<file path="src/rtl/fbdrt_pkg.sv">
// Shared types and constants for the framebuffer dirty-rectangle tracker.
// No dependencies; imported by every module of the block.
package fbdrt_pkg;

    localparam int MAX_DIM       = 1024;
    localparam int DIM_W         = 11;   // screen size registers
    localparam int COORD_W       = 10;   // box coordinates
    localparam int SCOORD_W      = 17;   // signed working coordinates
    localparam int RECT_W        = 16;
    localparam int OFF_W         = 22;
    localparam int LEN_W         = 16;
    localparam int BYTE_SHIFT    = 2;    // four bytes per pixel
    localparam int PIX_W         = OFF_W - BYTE_SHIFT;
    localparam int QUO_W         = 10;   // quotient bits, row below MAX_DIM
    localparam int AREA_W        = 21;
    localparam int CFG_IDX_W     = 2;
    localparam int RESET_WIDTH   = 400;
    localparam int RESET_HEIGHT  = 300;

    localparam logic [1:0] OP_WRITE = 2'd0;
    localparam logic [1:0] OP_MARK  = 2'd1;
    localparam logic [1:0] OP_SYNC  = 2'd2;

    localparam logic [CFG_IDX_W-1:0] REG_WIDTH  = 2'd0;
    localparam logic [CFG_IDX_W-1:0] REG_HEIGHT = 2'd1;

    typedef enum logic [2:0] {
        ST_IDLE,
        ST_SIZE,
        ST_CHECK,
        ST_DIV_S,
        ST_DIV_E,
        ST_MERGE,
        ST_AREA,
        ST_REPORT
    } fsm_state_t;

    typedef struct packed {
        logic             start;
        logic [PIX_W-1:0] dividend;
        logic [DIM_W-1:0] divisor;
    } div_req_t;

    typedef struct packed {
        logic               done;
        logic [QUO_W-1:0]   quotient;
        logic [COORD_W-1:0] remainder;
    } div_rsp_t;

    // Zero acts as one, anything above MAX_DIM as MAX_DIM.
    function automatic logic [DIM_W-1:0] eff_dim(input logic [DIM_W-1:0] v);
        logic [DIM_W-1:0] r;
        if (v == '0) begin
            r = DIM_W'(1);
        end else if (v > DIM_W'(MAX_DIM)) begin
            r = DIM_W'(MAX_DIM);
        end else begin
            r = v;
        end
        return r;
    endfunction

endpackage

</file>
<file path="src/rtl/fbdrt_div.sv">
// Restoring divider, one quotient bit per cycle, for pixel index by width.
// Depends on fbdrt_pkg.
module fbdrt_div
    import fbdrt_pkg::*;
(
    input  logic     aclk,
    input  logic     aresetn,
    input  div_req_t req,
    output div_rsp_t rsp
);

    localparam int CNT_W = $clog2(QUO_W + 1);

    logic [PIX_W-1:0] rem_reg, rem_next;
    logic [PIX_W-1:0] dsh_reg, dsh_next;
    logic [QUO_W-1:0] quo_reg, quo_next;
    logic [CNT_W-1:0] cnt_reg, cnt_next;
    logic             done_reg, done_next;
    logic [PIX_W:0]   diff;

    always_comb begin
        diff      = {1'b0, rem_reg} - {1'b0, dsh_reg};
        rem_next  = rem_reg;
        dsh_next  = dsh_reg;
        quo_next  = quo_reg;
        cnt_next  = cnt_reg;
        done_next = 1'b0;
        if (req.start) begin
            rem_next = req.dividend;
            dsh_next = PIX_W'({req.divisor, {(QUO_W-1){1'b0}}});
            quo_next = '0;
            cnt_next = CNT_W'(QUO_W);
        end else if (cnt_reg != '0) begin
            // subtract when the shifted divisor fits
            if (!diff[PIX_W]) begin
                rem_next = diff[PIX_W-1:0];
                quo_next = {quo_reg[QUO_W-2:0], 1'b1};
            end else begin
                quo_next = {quo_reg[QUO_W-2:0], 1'b0};
            end
            dsh_next  = dsh_reg >> 1;
            cnt_next  = cnt_reg - CNT_W'(1);
            done_next = (cnt_reg == CNT_W'(1));
        end
    end

    always_ff @(posedge aclk) begin
        if (!aresetn) begin
            cnt_reg  <= '0;
            done_reg <= 1'b0;
        end else begin
            cnt_reg  <= cnt_next;
            done_reg <= done_next;
        end
    end

    always_ff @(posedge aclk) begin
        rem_reg <= rem_next;
        dsh_reg <= dsh_next;
        quo_reg <= quo_next;
    end

    assign rsp.done      = done_reg;
    assign rsp.quotient  = quo_reg;
    assign rsp.remainder = rem_reg[COORD_W-1:0];

endmodule

</file>
<file path="src/rtl/framebuffer_dirty_rect_tracker.sv">
// Top level of the framebuffer dirty-rectangle tracker: sequencer, box state,
// shared multiplier and output register. Depends on fbdrt_pkg and fbdrt_div.
//
//  channel | ports                         | direction | transfer when
//  --------+-------------------------------+-----------+----------------------
//  input   | s_valid/s_ready, s_* fields   | in        | s_valid && s_ready
//  result  | m_valid/m_ready, m_* fields   | out       | m_valid && m_ready
//  config  | cfg_we, cfg_index, cfg_wdata  | in        | cfg_we
//
// A framebuffer write holds s_ready low after its transfer while two 10-step
// restoring divisions (start and end pixel by width) run one after the other
// through the single shared divider. An ignored write, a rectangle mark, a
// frame sync or an unused code skips the divisions.
// Reset is synchronous and active low; it restores 400 x 300 and a clean box,
// with no clearing pass. s_ready is low from a transfer until its result is
// loaded; an untaken result holds the sequencer in its report step.
module framebuffer_dirty_rect_tracker
    import fbdrt_pkg::*;
(
    input  logic                       aclk,
    input  logic                       aresetn,
    // configuration
    input  logic                       cfg_we,
    input  logic [CFG_IDX_W-1:0]       cfg_index,
    input  logic [DIM_W-1:0]           cfg_wdata,
    // input items
    input  logic                       s_valid,
    output logic                       s_ready,
    input  logic [1:0]                 s_op,
    input  logic [OFF_W-1:0]           s_byte_offset,
    input  logic [LEN_W-1:0]           s_write_length,
    input  logic                       s_write_flag,
    input  logic signed [RECT_W-1:0]   s_rect_left,
    input  logic signed [RECT_W-1:0]   s_rect_top,
    input  logic signed [RECT_W-1:0]   s_rect_right,
    input  logic signed [RECT_W-1:0]   s_rect_bottom,
    // results
    output logic                       m_valid,
    input  logic                       m_ready,
    output logic                       m_dirty,
    output logic [COORD_W-1:0]         m_box_left,
    output logic [COORD_W-1:0]         m_box_top,
    output logic [COORD_W-1:0]         m_box_right,
    output logic [COORD_W-1:0]         m_box_bottom,
    output logic [AREA_W-1:0]          m_box_area
);

    // ------------------------------------------------------------------
    // Screen size registers
    // ------------------------------------------------------------------
    logic [DIM_W-1:0] width_reg, height_reg;
    logic [DIM_W-1:0] eff_w, eff_h, w_m1, h_m1;

    always_ff @(posedge aclk) begin
        if (!aresetn) begin
            width_reg  <= DIM_W'(RESET_WIDTH);
            height_reg <= DIM_W'(RESET_HEIGHT);
        end else if (cfg_we) begin
            unique case (cfg_index)
                REG_WIDTH:  width_reg  <= cfg_wdata;
                REG_HEIGHT: height_reg <= cfg_wdata;
                default: ;  // writes beyond the list are dropped
            endcase
        end
    end

    assign eff_w = eff_dim(width_reg);
    assign eff_h = eff_dim(height_reg);
    assign w_m1  = eff_w - DIM_W'(1);
    assign h_m1  = eff_h - DIM_W'(1);

    // ------------------------------------------------------------------
    // Captured item
    // ------------------------------------------------------------------
    logic                     s_xfer;
    logic [1:0]               op_reg;
    logic [OFF_W-1:0]         off_reg;
    logic [LEN_W-1:0]         len_reg;
    logic                     wr_reg;
    logic signed [RECT_W-1:0] left_reg, top_reg, right_reg, bottom_reg;

    assign s_xfer = s_valid && s_ready;

    always_ff @(posedge aclk) begin
        if (s_xfer) begin
            op_reg     <= s_op;
            off_reg    <= s_byte_offset;
            len_reg    <= s_write_length;
            wr_reg     <= s_write_flag;
            left_reg   <= s_rect_left;
            top_reg    <= s_rect_top;
            right_reg  <= s_rect_right;
            bottom_reg <= s_rect_bottom;
        end
    end

    // ------------------------------------------------------------------
    // Sequencer
    // ------------------------------------------------------------------
    fsm_state_t state_reg, state_next;

    logic out_free;
    logic ignore_wr;
    logic div_start;
    logic load_start, load_end, merge_en, report_en, prod_en, mul_size;

    div_req_t div_req;
    div_rsp_t div_rsp;

    assign out_free = !m_valid || m_ready;

    always_comb begin
        state_next = state_reg;
        unique case (state_reg)
            ST_IDLE: begin
                if (s_valid) begin
                    priority if (s_op == OP_WRITE) begin
                        state_next = ST_SIZE;
                    end else if (s_op == OP_MARK) begin
                        state_next = ST_MERGE;
                    end else begin
                        state_next = ST_AREA;
                    end
                end
            end
            ST_SIZE:   state_next = ST_CHECK;
            ST_CHECK:  state_next = ignore_wr ? ST_AREA : ST_DIV_S;
            ST_DIV_S:  if (div_rsp.done) state_next = ST_DIV_E;
            ST_DIV_E:  if (div_rsp.done) state_next = ST_MERGE;
            ST_MERGE:  state_next = ST_AREA;
            ST_AREA:   state_next = ST_REPORT;
            ST_REPORT: if (out_free) state_next = ST_IDLE;
            default:   state_next = ST_IDLE;
        endcase
    end

    always_comb begin
        s_ready    = (state_reg == ST_IDLE);
        div_start  = 1'b0;
        load_start = 1'b0;
        load_end   = 1'b0;
        merge_en   = 1'b0;
        report_en  = 1'b0;
        prod_en    = 1'b0;
        mul_size   = 1'b0;
        unique case (state_reg)
            ST_IDLE: ;
            ST_SIZE: begin
                prod_en  = 1'b1;
                mul_size = 1'b1;
            end
            ST_CHECK:  div_start = !ignore_wr;
            ST_DIV_S: begin
                // chain the end-pixel division straight after the start one
                load_start = div_rsp.done;
                div_start  = div_rsp.done;
            end
            ST_DIV_E:  load_end  = div_rsp.done;
            ST_MERGE:  merge_en  = 1'b1;
            ST_AREA:   prod_en   = 1'b1;
            ST_REPORT: report_en = out_free;
            default: ;
        endcase
    end

    always_ff @(posedge aclk) begin
        if (!aresetn) begin
            state_reg <= ST_IDLE;
        end else begin
            state_reg <= state_next;
        end
    end

    // ------------------------------------------------------------------
    // Shared multiplier: screen pixel count, then box area
    // ------------------------------------------------------------------
    logic [DIM_W-1:0]   span_w, span_h, mul_a, mul_b;
    logic [2*DIM_W-1:0] mul_p;
    logic [AREA_W-1:0]  prod_reg;

    logic                 dirty_reg, dirty_next;
    logic [COORD_W-1:0]   min_col_reg, min_col_next, min_row_reg, min_row_next;
    logic [COORD_W-1:0]   max_col_reg, max_col_next, max_row_reg, max_row_next;

    assign span_w = ({1'b0, max_col_reg} - {1'b0, min_col_reg}) + DIM_W'(1);
    assign span_h = ({1'b0, max_row_reg} - {1'b0, min_row_reg}) + DIM_W'(1);
    assign mul_a  = mul_size ? eff_w : span_w;
    assign mul_b  = mul_size ? eff_h : span_h;
    assign mul_p  = mul_a * mul_b;

    always_ff @(posedge aclk) begin
        if (prod_en) begin
            prod_reg <= mul_p[AREA_W-1:0];
        end
    end

    // ------------------------------------------------------------------
    // Write span: start pixel, clipped end pixel, ignore test
    // ------------------------------------------------------------------
    logic [PIX_W-1:0]  sp_pix, ep_clip, ep_reg;
    logic [OFF_W:0]    last_byte;
    logic [AREA_W-1:0] ep_raw, lim;

    assign sp_pix    = off_reg[OFF_W-1:BYTE_SHIFT];
    assign last_byte = {1'b0, off_reg} + (OFF_W+1)'(len_reg) - (OFF_W+1)'(1);
    assign ep_raw    = last_byte[OFF_W:BYTE_SHIFT];
    assign lim       = prod_reg - AREA_W'(1);
    assign ep_clip   = (ep_raw > lim) ? lim[PIX_W-1:0] : ep_raw[PIX_W-1:0];
    // drop reads, empty writes and writes starting past the framebuffer
    assign ignore_wr = !wr_reg || (len_reg == '0) || ({1'b0, sp_pix} >= prod_reg);

    always_ff @(posedge aclk) begin
        if (state_reg == ST_CHECK) begin
            ep_reg <= ep_clip;
        end
    end

    assign div_req.start    = div_start;
    assign div_req.dividend = (state_reg == ST_CHECK) ? sp_pix : ep_reg;
    assign div_req.divisor  = eff_w;

    fbdrt_div u_div (
        .aclk    (aclk),
        .aresetn (aresetn),
        .req     (div_req),
        .rsp     (div_rsp)
    );

    logic [COORD_W-1:0] sr_reg, sc_reg, er_reg, ec_reg;

    always_ff @(posedge aclk) begin
        if (load_start) begin
            sr_reg <= div_rsp.quotient;
            sc_reg <= div_rsp.remainder;
        end
        if (load_end) begin
            er_reg <= div_rsp.quotient;
            ec_reg <= div_rsp.remainder;
        end
    end

    // ------------------------------------------------------------------
    // Merge: pick the corners, clamp to the screen, grow the box
    // ------------------------------------------------------------------
    logic signed [SCOORD_W-1:0] x0, y0, x1, y1;
    logic signed [SCOORD_W-1:0] x0c, y0c, x1c, y1c;
    logic signed [SCOORD_W-1:0] wlim, hlim, wmax, hmax;
    logic                       rect_empty;
    logic [COORD_W-1:0]         nx0, ny0, nx1, ny1;

    assign wlim = $signed(SCOORD_W'(eff_w));
    assign hlim = $signed(SCOORD_W'(eff_h));
    assign wmax = $signed(SCOORD_W'(w_m1));
    assign hmax = $signed(SCOORD_W'(h_m1));

    always_comb begin
        if (op_reg == OP_MARK) begin
            x0 = SCOORD_W'(left_reg);
            y0 = SCOORD_W'(top_reg);
            x1 = SCOORD_W'(right_reg);
            y1 = SCOORD_W'(bottom_reg);
        end else if (sr_reg == er_reg) begin
            // span inside one row: its own columns
            x0 = $signed(SCOORD_W'(sc_reg));
            y0 = $signed(SCOORD_W'(sr_reg));
            x1 = $signed(SCOORD_W'(ec_reg));
            y1 = $signed(SCOORD_W'(er_reg));
        end else begin
            // span over several rows: full width
            x0 = '0;
            y0 = $signed(SCOORD_W'(sr_reg));
            x1 = wmax;
            y1 = $signed(SCOORD_W'(er_reg));
        end
        x0c        = x0[SCOORD_W-1] ? '0 : x0;
        y0c        = y0[SCOORD_W-1] ? '0 : y0;
        x1c        = (x1 >= wlim) ? wmax : x1;
        y1c        = (y1 >= hlim) ? hmax : y1;
        rect_empty = (x0c > x1c) || (y0c > y1c);
        nx0        = x0c[COORD_W-1:0];
        ny0        = y0c[COORD_W-1:0];
        nx1        = x1c[COORD_W-1:0];
        ny1        = y1c[COORD_W-1:0];
    end

    always_comb begin
        dirty_next   = dirty_reg;
        min_col_next = min_col_reg;
        min_row_next = min_row_reg;
        max_col_next = max_col_reg;
        max_row_next = max_row_reg;
        if (merge_en && !rect_empty) begin
            if (!dirty_reg) begin
                dirty_next   = 1'b1;
                min_col_next = nx0;
                min_row_next = ny0;
                max_col_next = nx1;
                max_row_next = ny1;
            end else begin
                if (nx0 < min_col_reg) min_col_next = nx0;
                if (ny0 < min_row_reg) min_row_next = ny0;
                if (nx1 > max_col_reg) max_col_next = nx1;
                if (ny1 > max_row_reg) max_row_next = ny1;
            end
        end
        // a frame sync reports first, then clears
        if (report_en && (op_reg == OP_SYNC)) begin
            dirty_next = 1'b0;
        end
    end

    always_ff @(posedge aclk) begin
        if (!aresetn) begin
            dirty_reg   <= 1'b0;
            min_col_reg <= '0;
            min_row_reg <= '0;
            max_col_reg <= '0;
            max_row_reg <= '0;
        end else begin
            dirty_reg   <= dirty_next;
            min_col_reg <= min_col_next;
            min_row_reg <= min_row_next;
            max_col_reg <= max_col_next;
            max_row_reg <= max_row_next;
        end
    end

    // ------------------------------------------------------------------
    // Output register: hold the result until its transfer
    // ------------------------------------------------------------------
    logic m_valid_reg, m_valid_next;
    logic                 dirty_out_reg;
    logic [COORD_W-1:0]   left_out_reg, top_out_reg, right_out_reg, bottom_out_reg;
    logic [AREA_W-1:0]    area_out_reg;

    always_comb begin
        m_valid_next = m_valid_reg;
        if (report_en) begin
            m_valid_next = 1'b1;
        end else if (m_ready) begin
            m_valid_next = 1'b0;
        end
    end

    always_ff @(posedge aclk) begin
        if (!aresetn) begin
            m_valid_reg <= 1'b0;
        end else begin
            m_valid_reg <= m_valid_next;
        end
    end

    always_ff @(posedge aclk) begin
        if (report_en) begin
            // a clean box reports all zero
            dirty_out_reg  <= dirty_reg;
            left_out_reg   <= dirty_reg ? min_col_reg : '0;
            top_out_reg    <= dirty_reg ? min_row_reg : '0;
            right_out_reg  <= dirty_reg ? max_col_reg : '0;
            bottom_out_reg <= dirty_reg ? max_row_reg : '0;
            area_out_reg   <= dirty_reg ? prod_reg    : '0;
        end
    end

    assign m_valid      = m_valid_reg;
    assign m_dirty      = dirty_out_reg;
    assign m_box_left   = left_out_reg;
    assign m_box_top    = top_out_reg;
    assign m_box_right  = right_out_reg;
    assign m_box_bottom = bottom_out_reg;
    assign m_box_area   = area_out_reg;

endmodule

</file>
<file path="config.mk">
export PLATFORM = sky130hd
export DESIGN_NAME = framebuffer_dirty_rect_tracker
export DESIGN_NICKNAME = d
export VERILOG_FILES = /design/src/rtl/fbdrt_pkg.sv /design/src/rtl/fbdrt_div.sv /design/src/rtl/framebuffer_dirty_rect_tracker.sv
export SDC_FILE = /design/constraint.sdc
export NUM_CORES = 1
export LEC_CHECK = 0
export BUFFER_PORTS_ARGS = -buffer_cell sky130_fd_sc_hd__buf_2
export CAP_MARGIN = 20
export CORE_ASPECT_RATIO = 0.75
export CORE_MARGIN = 2
export CORE_UTILIZATION = 45
export DETAILED_ROUTE_END_ITERATION = 8
export GPL_TIMING_DRIVEN = 0
export SKIP_LAST_GASP = 1
export SLEW_MARGIN = 20
export SYNTH_ARGS = -nofsm -noshare
export SYNTH_HDL_FRONTEND = slang
export SYNTH_HIERARCHICAL = 1
export SYNTH_SLANG_ARGS = --single-unit
</file>
<file path="constraint.sdc">
create_clock -name aclk -period 7.3 [get_ports aclk]
set_clock_uncertainty 0.05 [all_clocks]
set_input_delay 0.365 -clock aclk [delete_from_list [all_inputs] [get_ports aclk]]
set_output_delay 0.365 -clock aclk [all_outputs]
set_load 0.01 [all_outputs]
</file>
==> metrics.cfg <==
[worst_setup_path]
r2r-start=max_col_reg[1]
cp_max_fo=4
worstSetupStartpointType=flop
critical_path_class=flop to flop
crit_path_top_delay_cell=fa_1
startpoint=max_col_reg[1]
worst-endpoint-required_ps=7580
endpoint_kind=flop
rrSetupSlack_ps=210
cp.arrival_ps=7360
max_stage_delay_ps=560
r2r_cells=31

[logic_synthesis]
synth_seq_cells=370
yosysUniqueCellTypes=90
ys.flop_type=edfxtp_1
synthArstFlopShare_pct=0
synth_warnings=6
yosysSeqAreaShare_pct=39.4
syn_avg_cell_area_um2=9.70
synth_edf_count=279
syn_area_mm2=0.0259
synthesis.nets=3158
postSynthCellCount=2671

[floorplanning]
io_pins=187
placementRows=76
dieHeight_um=212
dieArea_mm2=0.0595
die_w_um=281
core_region_area_mm2=0.0571
initial_utilization_pct=45.3

[placed_design]
dp_hpwl_um=63000
placed_cell_area_mm2=0.0280
gp_congestion=0.963
post-place-ws_ps=-1460
numPortBuffers=186

[clock_network]
numCtsBuffers=41
cts_tree=yes
clk_latency_ps=580
path_clk_slew_ps=70
cts_sinks=370
htreeDepth=2
cts_root_buf=clkbuf_16
clockBufferDepth=3

[global_route]
grt_start_max_net_pins=57
overflow=0
grt_antenna_before_repair=0
grt_usage_pct=27.0
grt_pass1_wl_um=121000
grt_pass1_vias=20600

[timing]
fin_setup_tns_ps=0
hold_violations=0
period_minus_slack_ps=7090
fmax_mhz=141
worst_slack_ps=214
fin_crit_sh_pct=97.1
slew-limit-headroom_pct=19.7
rsz0062_at_grt=yes
worstMarginPinSlew_ps=1190
setup_viol=0
slew_violations=0

[layout]
fin_area_mm2=0.0312
post-route-util_pct=54.6
final_common_cell=nand2_1
diodes=0
drive_gt1_share_pct=15.6
layout_common_cells=nand2_1, inv_1, edfxtp_1, ha_1, nor2_1
largest_reg_flops=22
layout.nets=3529
syn_to_final_growth_pct=20.4
nFillCells=5076

[drt]
vias=21400
wl_per_cell_um=20.9
drt-vias-per-instance=5.55
ant_nets=0
drt-pass1-iter-count=6
route.detailed.drc=0
drt_iter0_markers=2023
wirelength_um=80700

[hold_path]
worstHoldStart=aresetn
hold_class=primary input to flop
hold_depth=2

[power]
ir_drop_mv=0.444
p_leak_nw=13.3
powerDensity_mw_per_mm2=493
power_mw=15.4

[run_status]
outcome=complete, no violations

[job]
max-cap-violations=0

==> synthesized netlist by cell type (16+ instances only) <==
cell type	count	area share, %
nand2_1	358	5.2
inv_1	327	4.7
ha_1	281	14
edfxtp_1	279	32
nor2_1	209	3.0
a21oi_1	143	2.8
dfxtp_1	91	7.0
o21ai_0	91	1.8
fa_1	83	6.4
xnor2_1	82	2.8
clkbuf_1	62	0.90
mux2i_1	62	2.4
a21o_1	45	1.3
nand3_1	42	0.81
nor3_1	42	0.81
o21a_1	30	0.87
o31ai_1	30	0.87
a211oi_1	29	0.84
and2_1	29	0.70
nor2b_1	28	0.68
nand4_1	23	0.56
mux2_2	21	0.91
nand3b_1	17	0.49
a31oi_1	16	0.39
==> stage by stage <==
stage                     std cells  hold slack (ps)
final                          3855             26.8
after detailed placement       3646              376
after CTS                      3843             5.42
after global routing           3855             26.7
after global placement         3637              373
after floorplan                2671              356
==> worst max-delay path: cells and delay by family, from the launching register on <==
family | cells | cell delay [ps]
xor+xnor | 2 | 310
simple gates | 3 | 350
fa+ha+maj | 9 | 3600
buf+inv | 7 | 590
compound gates | 10 | 1590
flops | 1 | 330
==> worst paths after layout <==
check,end
max,prod_reg[20]
min,u_div/cnt_reg[1]
max reg2reg,prod_reg[20]
min reg2reg,m_dirty
==> area by class of cell <==
| cell class | count | area [µm²] | area share (%) |
|---|---|---|---|
| multi-input combinational | 1877 | 14500 | 46.4 |
| sequential | 370 | 10200 | 32.7 |
| timing repair buffer | 329 | 2340 | 7.52 |
| inverter | 328 | 1230 | 3.95 |
| clock buffer | 52 | 1180 | 3.78 |
| tap | 780 | 976 | 3.13 |
| buffer | 95 | 508 | 1.63 |
| clock inverter | 24 | 285 | 0.915 |
==> routing by layer <==
layer	wire, µm	up-vias	share of wire (%)	GRT usage (%)
met5	0	-	0	0
met1	38500	10500	48	40.9
met4	1930	0	2.4	6.91
met3	6150	107	7.6	4.35
li1	-	10000	-	-
met2	34100	756	42	39.8
==> cells by family (layout without fill, tap and decap cells) <==
| logic type | after synthesis | in the layout | share of synthesized area, % |
|---|---|---|---|
| adder cells (fa/ha/maj) | 365 | 365 | 20.0 |
| AND/OR/NAND/NOR | 828 | 828 | 14.5 |
| AO/OA/AOI/OAI | 503 | 503 | 13.0 |
| multiplexers | 84 | 84 | 3.36 |
| flip-flops | 370 | 370 | 39.4 |
| buffers and inverters | 424 | 828 | 6.48 |
| XOR/XNOR | 97 | 97 | 3.28 |
==> power breakdown <==
| part | internal [mW] | switching, mW | leakage [nW] |
|---|---|---|---|
| sequential | 3.08 | 0.293 | 3.36 |
| clock | 1.34 | 0.932 | 0.712 |
| combinational | 3.98 | 5.75 | 9.24 |
==> what timing repair did <==
action	in CTS	in global routing
hold buffers	104	0
pin swaps	18	49
gates resized for setup	67	75
setup buffers	16	13
hold endpoints to repair	104	0
endpoints found under the setup margin	50	48
cloned	1	0
No activity file was read; power rests on OpenSTA's default activity.
